`src/design/mrq_pkg.sv`:
```
`default_nettype none
package mrq_pkg;
  localparam int DEPTH = 16;
  localparam int SUBS = 8;
  localparam int AW = $clog2(DEPTH);
  localparam int CW = $clog2(DEPTH + 1);
  localparam int SW = $clog2(SUBS);

  typedef enum logic [1:0] {
    OP_PUSH  = 2'd0,
    OP_PULL  = 2'd1,
    OP_BACK  = 2'd2,
    OP_CLEAR = 2'd3
  } op_t;

  typedef enum logic [2:0] {
    ST_OK      = 3'd0,
    ST_FULL    = 3'd1,
    ST_DROPPED = 3'd2,
    ST_NODATA  = 3'd3,
    ST_UNKNOWN = 3'd4
  } status_t;

  localparam logic [1:0] REG_MAX_ENTRIES = 2'd0;
  localparam logic [1:0] REG_DROP        = 2'd1;
  localparam logic [1:0] REG_MASK        = 2'd2;

  typedef enum logic [3:0] {
    S_IDLE, S_DISP, S_SCAN, S_DECIDE, S_GOT, S_SHRD, S_SHWR, S_OUT
  } state_t;

  typedef struct packed {
    logic [15:0] handle;
    logic [63:0] stamp;
  } entry_t;

  typedef struct packed {
    logic          we;
    logic [AW-1:0] addr;
    entry_t        data;
  } ram_wr_t;
endpackage
`default_nettype wire

```
`src/design/mrq_entry_ram.sv`:
```
`default_nettype none
module mrq_entry_ram
  import mrq_pkg::*;
(
  input  wire logic          clk,
  input  wire ram_wr_t       wr,
  input  wire logic [AW-1:0] raddr,
  output entry_t             rdata
);
  entry_t mem [DEPTH];

  always_ff @(posedge clk) begin
    if (wr.we) begin
      mem[wr.addr] <= wr.data;
    end
    rdata <= mem[raddr];
  end
endmodule
`default_nettype wire

```
`src/design/multi_reader_queue_evict_oldest_free_core.sv`:
```
// channel   | dir | tdata (low bit up)                               | tuser
// s_axis    | in  | buffer_handle[15:0], stamp[79:16]                | opcode[1:0], subscriber[4:2]
// m_axis    | out | out_handle, out_stamp, released_valid,           | status[2:0]
//           |     | released_handle, release_count, cleared_count    |
// cfg       | in  | cfg_we, cfg_addr (register index), cfg_wdata     |
// one request at a time: push and step back pass dispatch and output, pull also a read.
// an eviction or clear goes through dispatch, the subscriber scan and the decision,
// then starts and ends the shift, reading and then writing back each moved entry.
// the result moves into the output register and the block returns to idle; a
// request waits in its last state while that register is still full.
// rst is synchronous; it clears count, indices, drop and mask and sets max_entries to 16.
`default_nettype none
module multi_reader_queue_evict_oldest_free_core
  import mrq_pkg::*;
(
  input  wire logic         clk,
  input  wire logic         rst,
  input  wire logic         s_axis_tvalid,
  output logic              s_axis_tready,
  input  wire logic [87:0]  s_axis_tdata,  // buffer_handle, stamp
  input  wire logic [4:0]   s_axis_tuser,  // opcode, subscriber
  output logic              m_axis_tvalid,
  input  wire logic         m_axis_tready,
  output logic [111:0]      m_axis_tdata,  // out_handle, out_stamp, released_valid,
                                           // released_handle, release_count, cleared_count
  output logic [2:0]        m_axis_tuser,  // status
  input  wire logic         cfg_we,
  input  wire logic [1:0]   cfg_addr,
  input  wire logic [7:0]   cfg_wdata
);
  state_t state, state_next;

  logic [4:0]      max_entries;
  logic            drop_when_full;
  logic [SUBS-1:0] mask;

  logic [CW-1:0] count;
  logic [CW-1:0] ri [SUBS];

  op_t           op;
  logic [SW-1:0] sub;
  entry_t        inent;

  logic [SW-1:0] sc;
  logic [CW-1:0] acc_max, acc_min;
  logic [3:0]    nreg;
  logic [CW-1:0] ptr, gap;

  status_t     res_status;
  logic [15:0] res_oh;
  logic [63:0] res_os;
  logic        res_rv;
  logic [15:0] res_rh;
  logic [3:0]  res_rc;
  logic [4:0]  res_pc;

  ram_wr_t       wr;
  logic [AW-1:0] raddr;
  entry_t        rdata;

  logic [CW-1:0] cap, ri_sel, popped;
  logic [CW:0]   rem, src;
  logic          st_we;
  status_t       st_val;

  mrq_entry_ram u_ram (
    .clk   (clk),
    .wr    (wr),
    .raddr (raddr),
    .rdata (rdata)
  );

  always_comb begin
    if (max_entries == 5'd0) begin
      cap = CW'(1);
    end else if (max_entries > 5'(DEPTH)) begin
      cap = CW'(DEPTH);
    end else begin
      cap = max_entries;
    end
  end

  // one index read port, shared by the scan and the per-request lookup
  assign ri_sel = ri[(state == S_SCAN) ? sc : sub];
  assign rem    = {1'b0, acc_max} + (CW+1)'(1);
  assign popped = (acc_min < count) ? acc_min : count;
  assign src    = {1'b0, ptr} + {1'b0, gap};
  assign s_axis_tready = (state == S_IDLE);

  always_ff @(posedge clk) begin
    if (rst) begin
      state <= S_IDLE;
    end else begin
      state <= state_next;
    end
  end

  always_comb begin
    state_next = state;
    wr         = '0;
    raddr      = '0;
    st_we      = 1'b0;
    st_val     = ST_OK;
    case (state)
      S_IDLE: begin
        if (s_axis_tvalid) state_next = S_DISP;
      end
      S_DISP: begin
        if (op == OP_PUSH) begin
          if (count < cap) begin
            wr.we      = 1'b1;
            wr.addr    = count[AW-1:0];
            wr.data    = inent;
            state_next = S_OUT;
          end else if (!drop_when_full) begin
            st_we      = 1'b1;
            st_val     = ST_FULL;
            state_next = S_OUT;
          end else begin
            state_next = S_SCAN;
          end
        end else if (!mask[sub]) begin
          st_we      = 1'b1;
          st_val     = ST_UNKNOWN;
          state_next = S_OUT;
        end else if (op == OP_PULL) begin
          if (ri_sel >= count) begin
            st_we      = 1'b1;
            st_val     = ST_NODATA;
            state_next = S_OUT;
          end else begin
            raddr      = ri_sel[AW-1:0];
            state_next = S_GOT;
          end
        end else if (op == OP_BACK) begin
          state_next = S_OUT;
        end else begin
          state_next = S_SCAN;
        end
      end
      S_SCAN: begin
        if (sc == SW'(SUBS - 1)) state_next = S_DECIDE;
      end
      S_DECIDE: begin
        if (op == OP_PUSH) begin
          if (rem >= {1'b0, count}) begin
            st_we      = 1'b1;
            st_val     = ST_DROPPED;
            state_next = S_OUT;
          end else begin
            raddr      = rem[AW-1:0];
            state_next = S_GOT;
          end
        end else if (popped == '0) begin
          state_next = S_OUT;
        end else begin
          state_next = S_SHRD;
        end
      end
      S_GOT: begin
        state_next = (op == OP_PULL) ? S_OUT : S_SHRD;
      end
      S_SHRD: begin
        if (src < {1'b0, count}) begin
          raddr      = src[AW-1:0];
          state_next = S_SHWR;
        end else begin
          if (op == OP_PUSH) begin
            // newest entry goes to the top slot after the shift
            wr.we   = 1'b1;
            wr.addr = AW'(count - CW'(1));
            wr.data = inent;
          end
          state_next = S_OUT;
        end
      end
      S_SHWR: begin
        wr.we      = 1'b1;
        wr.addr    = ptr[AW-1:0];
        wr.data    = rdata;
        state_next = S_SHRD;
      end
      S_OUT: begin
        if (!m_axis_tvalid || m_axis_tready) state_next = S_IDLE;
      end
      default: state_next = S_IDLE;
    endcase
  end

  // control and index state
  always_ff @(posedge clk) begin
    if (rst) begin
      max_entries    <= 5'd16;
      drop_when_full <= 1'b0;
      mask           <= '0;
      count          <= '0;
      for (int s = 0; s < SUBS; s++) ri[s] <= '0;
      m_axis_tvalid  <= 1'b0;
    end else begin
      if (cfg_we) begin
        case (cfg_addr)
          REG_MAX_ENTRIES: max_entries <= cfg_wdata[4:0];
          REG_DROP:        drop_when_full <= cfg_wdata[0];
          REG_MASK: begin
            mask <= cfg_wdata[SUBS-1:0];
            for (int s = 0; s < SUBS; s++) begin
              if (cfg_wdata[s] && !mask[s]) ri[s] <= '0;
            end
          end
          default: ;
        endcase
      end
      if (state == S_OUT && (!m_axis_tvalid || m_axis_tready)) begin
        m_axis_tvalid <= 1'b1;
      end else if (m_axis_tvalid && m_axis_tready) begin
        m_axis_tvalid <= 1'b0;
      end
      case (state)
        S_DISP: begin
          if (op == OP_PUSH && count < cap) count <= count + CW'(1);
          if (op == OP_BACK && mask[sub] && ri_sel != '0) ri[sub] <= ri_sel - CW'(1);
        end
        S_GOT: begin
          if (op == OP_PULL) ri[sub] <= ri_sel + CW'(1);
        end
        S_SHRD: begin
          if (src >= {1'b0, count} && op == OP_CLEAR) begin
            count <= count - gap;
            for (int s = 0; s < SUBS; s++) begin
              if (mask[s]) ri[s] <= (ri[s] > gap) ? ri[s] - gap : '0;
            end
          end
        end
        default: ;
      endcase
    end
  end

  // payload registers
  always_ff @(posedge clk) begin
    if (state == S_IDLE && s_axis_tvalid) begin
      op    <= op_t'(s_axis_tuser[1:0]);
      sub   <= s_axis_tuser[4:2];
      inent <= '{handle: s_axis_tdata[15:0], stamp: s_axis_tdata[79:16]};
    end
    if (st_we) res_status <= st_val;
    case (state)
      S_DISP: begin
        if (!st_we) res_status <= ST_OK;
        res_oh  <= '0;
        res_os  <= '0;
        res_rv  <= 1'b0;
        res_rh  <= '0;
        res_rc  <= '0;
        res_pc  <= '0;
        sc      <= '0;
        acc_max <= '0;
        acc_min <= cap;
        nreg    <= '0;
      end
      S_SCAN: begin
        if (mask[sc]) begin
          if (ri_sel > acc_max) acc_max <= ri_sel;
          if (ri_sel < acc_min) acc_min <= ri_sel;
          nreg <= nreg + 4'd1;
        end
        sc <= sc + SW'(1);
      end
      S_DECIDE: begin
        if (op == OP_PUSH) begin
          res_rv <= 1'b1;
          res_rc <= nreg;
          res_rh <= inent.handle;
          ptr    <= rem[CW-1:0];
          gap    <= CW'(1);
        end else begin
          res_pc <= 5'(popped);
          ptr    <= '0;
          gap    <= popped;
        end
      end
      S_GOT: begin
        if (op == OP_PULL) begin
          res_oh <= rdata.handle;
          res_os <= rdata.stamp;
        end else begin
          res_rh <= rdata.handle;
        end
      end
      S_SHWR: ptr <= ptr + CW'(1);
      S_OUT: begin
        if (!m_axis_tvalid || m_axis_tready) begin
          m_axis_tuser <= res_status;
          m_axis_tdata <= {6'd0, res_pc, res_rc, res_rh, res_rv, res_os, res_oh};
        end
      end
      default: ;
    endcase
  end
endmodule
`default_nettype wire

```
`config.mk`:
```
export PLATFORM = sky130hd
export DESIGN_NAME = multi_reader_queue_evict_oldest_free_core
export DESIGN_NICKNAME = d
export VERILOG_FILES = /design/src/design/mrq_pkg.sv /design/src/design/mrq_entry_ram.sv /design/src/design/multi_reader_queue_evict_oldest_free_core.sv
export SDC_FILE = /design/constraint.sdc
export NUM_CORES = 2
export LEC_CHECK = 0
export ABC_AREA = 1
export BUFFER_PORTS_ARGS = -buffer_cell sky130_fd_sc_hd__clkbuf_2
export CAP_MARGIN = 20
export CORE_MARGIN = 2
export CORE_UTILIZATION = 56
export CTS_CLUSTER_DIAMETER = 150
export DETAILED_ROUTE_END_ITERATION = 8
export HOLD_SLACK_MARGIN = 0.15
export PLACE_DENSITY_LB_ADDON = 0.2
export SYNTH_ARGS = -nofsm -noshare
export SYNTH_HDL_FRONTEND = slang
export SYNTH_SLANG_ARGS = --single-unit
```
`constraint.sdc`:
```
create_clock -name clk -period 9.7 [get_ports clk]
set_clock_uncertainty 0.1 [all_clocks]
set_input_delay 0.97 -clock clk [delete_from_list [all_inputs] [get_ports clk]]
set_output_delay 0.97 -clock clk [all_outputs]
set_load 0.02 [all_outputs]
```
Yosys cells after proc, flatten, opt, wreduce, memory -nomap -nowiden
Memories as Yosys holds them, arrays and structs flattened. A register that Yosys moved wholly into a read port is not among the register bits.
Cells that the tools add are included.

word-level totals
  memory bits (writable) = 1320
  memories kept = 2
  word-level logic and storage cells = 361
  flip-flop bits (word level) = 354

memory list
  memory     depth  bits a word  read ports  clocked after Yosys merged registers in  wr ports  RTL line                                         text
  u_ram.mem  16     80           1           1                                        1         mrq_entry_ram.sv:10                              entry_t mem [DEPTH];
  ri         8      5            9           0                                        9         multi_reader_queue_evict_oldest_free_core.sv:38  logic [CW-1:0] ri [SUBS];

operators by class
  reduce and logical (&&, ||, !) cells = 51
  mux-type cells = 204
  equality and inequality tests = 25
  add/sub/neg operators = 18
  bitwise gates (word level) = 17
  $lt $le $gt $ge = 19

operators with widths
  cell                   count
  $mux W85               4
  $pmux W85 S3           1
  $mux W5                36
  $pmux W64 S2           1
  $mux W1                108
  $mux W4                16
  $mux W64               1
  $pmux W5 S2            5
  $mux W16               3
  $pmux W16 S3           1
  $gt A5 B5 Y1           9
  $sub A5 B5 Y5          9
  $pmux W16 S2           1
  $pmux W4 S8            1
  $mux W3                9
  $or A1 B1 Y1           17
  $eq A4 B3 Y1 const B   4
  $mux W2                8
  $pmux W4 S2            2
  $reduce_and A2 Y1      8
  $add A5 B1 Y5 const B  3
  $logic_and A1 B1 Y1    15
  $lt A5 B5 Y1           3
  $reduce_and A3 Y1      5
  other kinds (30)       64

Depth between registers and ports, before layout
An unclocked memory read counts as a cell.

  depth in word-level cells = 12
  mapped depth = 29

By module
A second synthesis with hierarchy kept.

second synthesis, totals
  cells, all modules = 7043
  area, all modules = 75022.0 sq um

modules (own cells, without submodules)
  module                                     cells each  area an instance (sq um)  instances
  mrq_entry_ram                              5255        56206.4                   1
  multi_reader_queue_evict_oldest_free_core  1788        18815.5                   1

Least setup slack after synthesis
No wires, ideal clock.

  path kind = reg-to-reg
  start point = register gap[1]
  end point = memory u_ram.mem[0][0] (netlist name), enable pin
  cell stages (with the launch flop) = 17
  library setup time = 0.616 ns
  slack = 0.705 ns
  data arrival time = 8.278 ns
  cells stage by stage = edfxtp_1 inv_1 fa_1 o21ai_0 xor2_1 ha_1 nand3_1 inv_1 a21oi_1 nand2_1 nand3_1 inv_1 nand2_1 o21ai_0 a21oi_1 nand2_1 nor3_1

on the way
  cells in the longest elaborated chain, start to end = 6

RTL lines
  what                           RTL line                                          text
  start, declared                multi_reader_queue_evict_oldest_free_core.sv:47   logic [CW-1:0] ptr, gap;
  start signal, assigned         multi_reader_queue_evict_oldest_free_core.sv:279  gap <= popped;
  $add A5 B5 Y6 *                multi_reader_queue_evict_oldest_free_core.sv:87   assign src = {1'b0, ptr} + {1'b0, gap};
  $lt A6 B5 Y1 *                 multi_reader_queue_evict_oldest_free_core.sv:164  if (src < {1'b0, count}) begin
  $mux W85 *                     multi_reader_queue_evict_oldest_free_core.sv:164
  $pmux W85 S3 *                 multi_reader_queue_evict_oldest_free_core.sv:104  case (state)
  $mux W1                        mrq_entry_ram.sv:13                               if (wr.we) begin
  $mux W1 (implied by the code)  mrq_entry_ram.sv:14                               mem[wr.addr] <= wr.data;
  end, declared                  mrq_entry_ram.sv:10

Every way passes the cells marked *; elsewhere a longest branch is shown, timed or not.

Worst setup path in the final report
  start point = register state[1]
  end point = register u_ram.rdata[49] (netlist name)

on the way
  cells in the longest elaborated chain, start to end = 9
  elaborated cells between the ends (all ways) = 12
  those cells by class = 1 x order compare; 4 x eq/ne; 6 x mux; 1 x memory

RTL lines
  what                    RTL line                                          text
  start, declared         multi_reader_queue_evict_oldest_free_core.sv:31   state_t state, state_next;
  start signal, assigned  multi_reader_queue_evict_oldest_free_core.sv:94   state <= state_next;
  $eq A4 B2 Y1 *          multi_reader_queue_evict_oldest_free_core.sv:84   assign ri_sel = ri[(state == S_SCAN) ? sc : sub];
  $mux W3 *               multi_reader_queue_evict_oldest_free_core.sv:84
  $mem_v2 Z8 W5 *         n/a
  via ri_sel[3]           multi_reader_queue_evict_oldest_free_core.sv:61   logic [CW-1:0] cap, ri_sel, popped;
  $ge A5 B5 Y1            multi_reader_queue_evict_oldest_free_core.sv:127  if (ri_sel >= count) begin
  $mux W4 *               multi_reader_queue_evict_oldest_free_core.sv:127
  $mux W4 *               multi_reader_queue_evict_oldest_free_core.sv:126  end else if (op == OP_PULL) begin
  $mux W4 *               multi_reader_queue_evict_oldest_free_core.sv:122  end else if (!mask[sub]) begin
  $mux W4 *               multi_reader_queue_evict_oldest_free_core.sv:109  if (op == OP_PUSH) begin
  $pmux W4 S3 *           multi_reader_queue_evict_oldest_free_core.sv:104

Mark *: on every way through the listed nets, which the timed path passes. The rest lies on a longest branch.
A chain may end at the register's enable or synchronous reset.

==> out/results.ini <==
[placement]
dpl.hpwl_um = 96660
dp_slack_ns = 2.386
portBuffers = 210
gp_congestion = 0.8752

[cts]
clkTransAtPathRegs_ns = 0.07
cts_setup_buffers = 0
cts-root-buf = clkbuf_16
holdBufCountCts = 0
cts.path.max_buffers = 3
cts_resized = 0
cts_num_sinks = 1753
insertion_delay_ns = 0.82
cts_made_buffers = 176
h-tree-depth = 4
cts_tree = done

[global_route]
grt_first_pass_wirelength_um = 290400
track_usage_pct = 27.29
grt_max_degree = 242
globalRouteOverflowTotal = 0
antenna_found_initial = 6
first_global_vias = 49126

[layout]
seq_area_um2 = 51580
multiInputGateArea_um2 = 18730
drive_gt1_share_pct = 9.214
area_delta_synth_final_pct = 11.65
fill_cells = 10297
diodes = 0
layout.nets = 7318
fin_util_pct = 62.84

[status]
status = finished clean

[timing]
setup_slack_ns = 2.129
setup_viol = 0
tightest_slew_ns = 1.192
hold_viol_final = 0
rsz0062_at_grt = false
period_needed_ns = 7.571
relSlewSlack_pct = 20.57
slew_violations = 0
finalSetupTns_ns = 0
fmax_mhz = 132.1
timing.final.crit_share_pct = 78.05

[floorplan]
rows = 135
die_h_um = 372.8
dieArea_um2 = 139000
io_pins = 225
coreArea_um2 = 135300
start_util_pct = 56.29
die_x_um = 372.8

[setup_path]
worstReg2RegEnd = u_ram.rdata[49]$_DFF_P_
worstSetupEndpoint = u_ram.rdata[49]$_DFF_P_
timing.critical_path.buf_inv = 5
cpPeakStageDelay_ns = 0.85
arrival_ns = 8.17
start_kind = register
path_class = register to register
rrSetupSlack_ns = 2.13
cp.required_ns = 10.30
ff2ff_path_depth = 23
crit_family = simple AND/OR/NAND/NOR gates
crit_top_cell = nand3_1
timing.rr.start = state[1]$_SDFFE_PP0P_
crit_chain = nand3_4 > nand2_2 > nand2_1 > nand2_1 > nand3_1 > nand2_1 > inv_1 > o21ai_1 > inv_1 > ha_1 > nand3_1 > o21a_1 > nand3_1 > nor3_2 > nand2_8 > buf_12 > buf_12 > buf_4 > nand3_1 > nand3_1 > nand3_1 > nand3_1 > nand2_1
critPathSlowestCell = buf_12
cp-end-kind = register
startpoint = state[1]$_SDFFE_PP0P_
cp.depth = 23
crit_fanout = 241

[pwr]
power.density_nw_per_um2 = 224.5
p_leak_nw = 34.86
vdd_drop_max_mv = 0.2314
power.total_mw = 19.09

[drt]
avgViaCountPerCell = 5.685
routedWlPerCell_um = 21.21
drc = 0
wl_um = 191600
ant_nets = 0
drt_iter0_drc = 6223
drt-pass1-iter-count = 6
num_vias = 51340

[synthesis]
synth_cell_types = 47
synth_ff_type = edfxtp_1
synth-edff-count = 1647
syn_area_um2 = 76160
avgSynthCellArea_um2 = 10.95
ys_ff_latch = 1753
async_flop_share_pct = 0
ys_seq_area_share_pct = 67.73
synth_cells = 6958
ys_warn_count = 0

[flow_run]
drv_cap = 0

[min_path]
min_path_type = input pin to register
whs_path_depth = 1

## metal layers
metal / up-vias / wire (µm) / track usage (%)
li1: 23835 / - / -
met1: 24746 / 80140 / 38.47
met2: 2402 / 89120 / 43.70
met3: 357 / 16900 / 4.037
met4: 0 / 5409 / 9.327
met5: - / 0 / 0
## final cells by class
cell class	count	share of cell area, %
repair buffers	353	2.805
clock buffers	224	5.642
inverters	1136	5.038
clock inverters	99	1.207
well taps	1781	2.621
flip-flops and latches	1753	60.66
multi-input cells	3685	22.03
## synth_stat cells (30+ instances only)
cell         n  share of area, %
clkbuf_1   102              0.50
edfxtp_1  1647                65
nor2_1     188              0.93
nand3b_1   244               2.4
buf_1       32              0.16
xor2_1      30              0.35
nand3_1   1564                10
ha_1        94               1.5
o22ai_1     40              0.33
a21oi_1     71              0.47
buf_2      241               1.6
dfxtp_1    106               2.8
nand2_1   1225               6.0
o21ai_0    115              0.76
inv_1     1128               5.6
## sequential cells by signal (all words and copies together), names as in the netlist, 4 cells and up
name / count
res_oh: 16
acc_min: 5
inent: 80
res_rh: 16
mask: 8
max_entries: 5
res_os: 64
nreg: 4
m_axis_tdata: 106
u_ram.mem: 1280
res_pc: 5
u_ram.rdata: 80
gap: 5
acc_max: 5
ri: 40
ptr: 5
count: 5
res_rc: 4
## cell usage in the layout (no fill, tap or decap), drive strengths merged, types with 4 or more instances in the layout
cell type / synthesis / layout
inv: 1134 / 1141
fa: 11 / 11
nand3: 1567 / 1567
conb: 1 / 6
ha: 94 / 94
edfxtp: 1647 / 1647
a21oi: 72 / 72
clkbuf: 102 / 434
nand2: 1230 / 1230
xor2: 30 / 30
o22ai: 40 / 40
a211oi: 4 / 4
dfxtp: 106 / 106
bufinv: 0 / 15
xnor2: 4 / 4
buf: 287 / 143
o211ai: 6 / 6
o21ai: 121 / 121
nor2: 189 / 189
nand4: 18 / 18
nand3b: 244 / 244
clkinv: 2 / 73
nor3: 22 / 22
o21bai: 7 / 7
clkinvlp: 0 / 6
## where the power goes
| group | internal [mW] | total [mW] | switching, mW |
|---|---|---|---|
| clock network | 3.91 | 6.79 | 2.88 |
| registers | 9.19 | 9.41 | 0.218 |
| logic | 0.754 | 2.89 | 2.13 |
## per-stage QoR
stage          instance area (µm²)  instances  hold WS [ns]
2_1_floorplan                76170       6963        0.3003
3_3_place_gp                 79050       8691        0.3007
3_5_place_dp                 79110       8696        0.3045
4_1_cts                      84940       9019        0.1638
5_1_grt                      85030       9031        0.1948
6_report                     85030       9031        0.2187
## cells by family (layout without fill, tap and decap cells)
group	after synthesis	after routing	synth area share [%]
other	1	6	0.004924
adder cells (fa/ha/maj)	105	105	1.834
AO/OA/AOI/OAI	267	267	1.968
buffers and inverters	1525	1812	7.996
XOR/XNOR	34	34	0.3910
flip-flops	1753	1753	67.73
AND/OR/NAND/NOR	3273	3273	20.08
## how the worst min path moves through the flow
stage                        startpoint                     endpoint  slack, ns
2_1_floorplan   res_oh[0]$_SDFFCE_PN0P_    m_axis_tdata[0]$_DFFE_PP_       0.30
3_3_place_gp    res_pc[2]$_SDFFCE_PN0P_  m_axis_tdata[103]$_DFFE_PP_       0.30
3_5_place_dp   res_oh[11]$_SDFFCE_PN0P_   m_axis_tdata[11]$_DFFE_PP_       0.30
5_1_grt                s_axis_tdata[45]          inent[29]$_DFFE_PP_       0.19
4_1_cts                s_axis_tdata[12]          inent[76]$_DFFE_PP_       0.16
6_report               s_axis_tdata[45]          inent[29]$_DFFE_PP_       0.22
(Power assumes the default switching activity.)
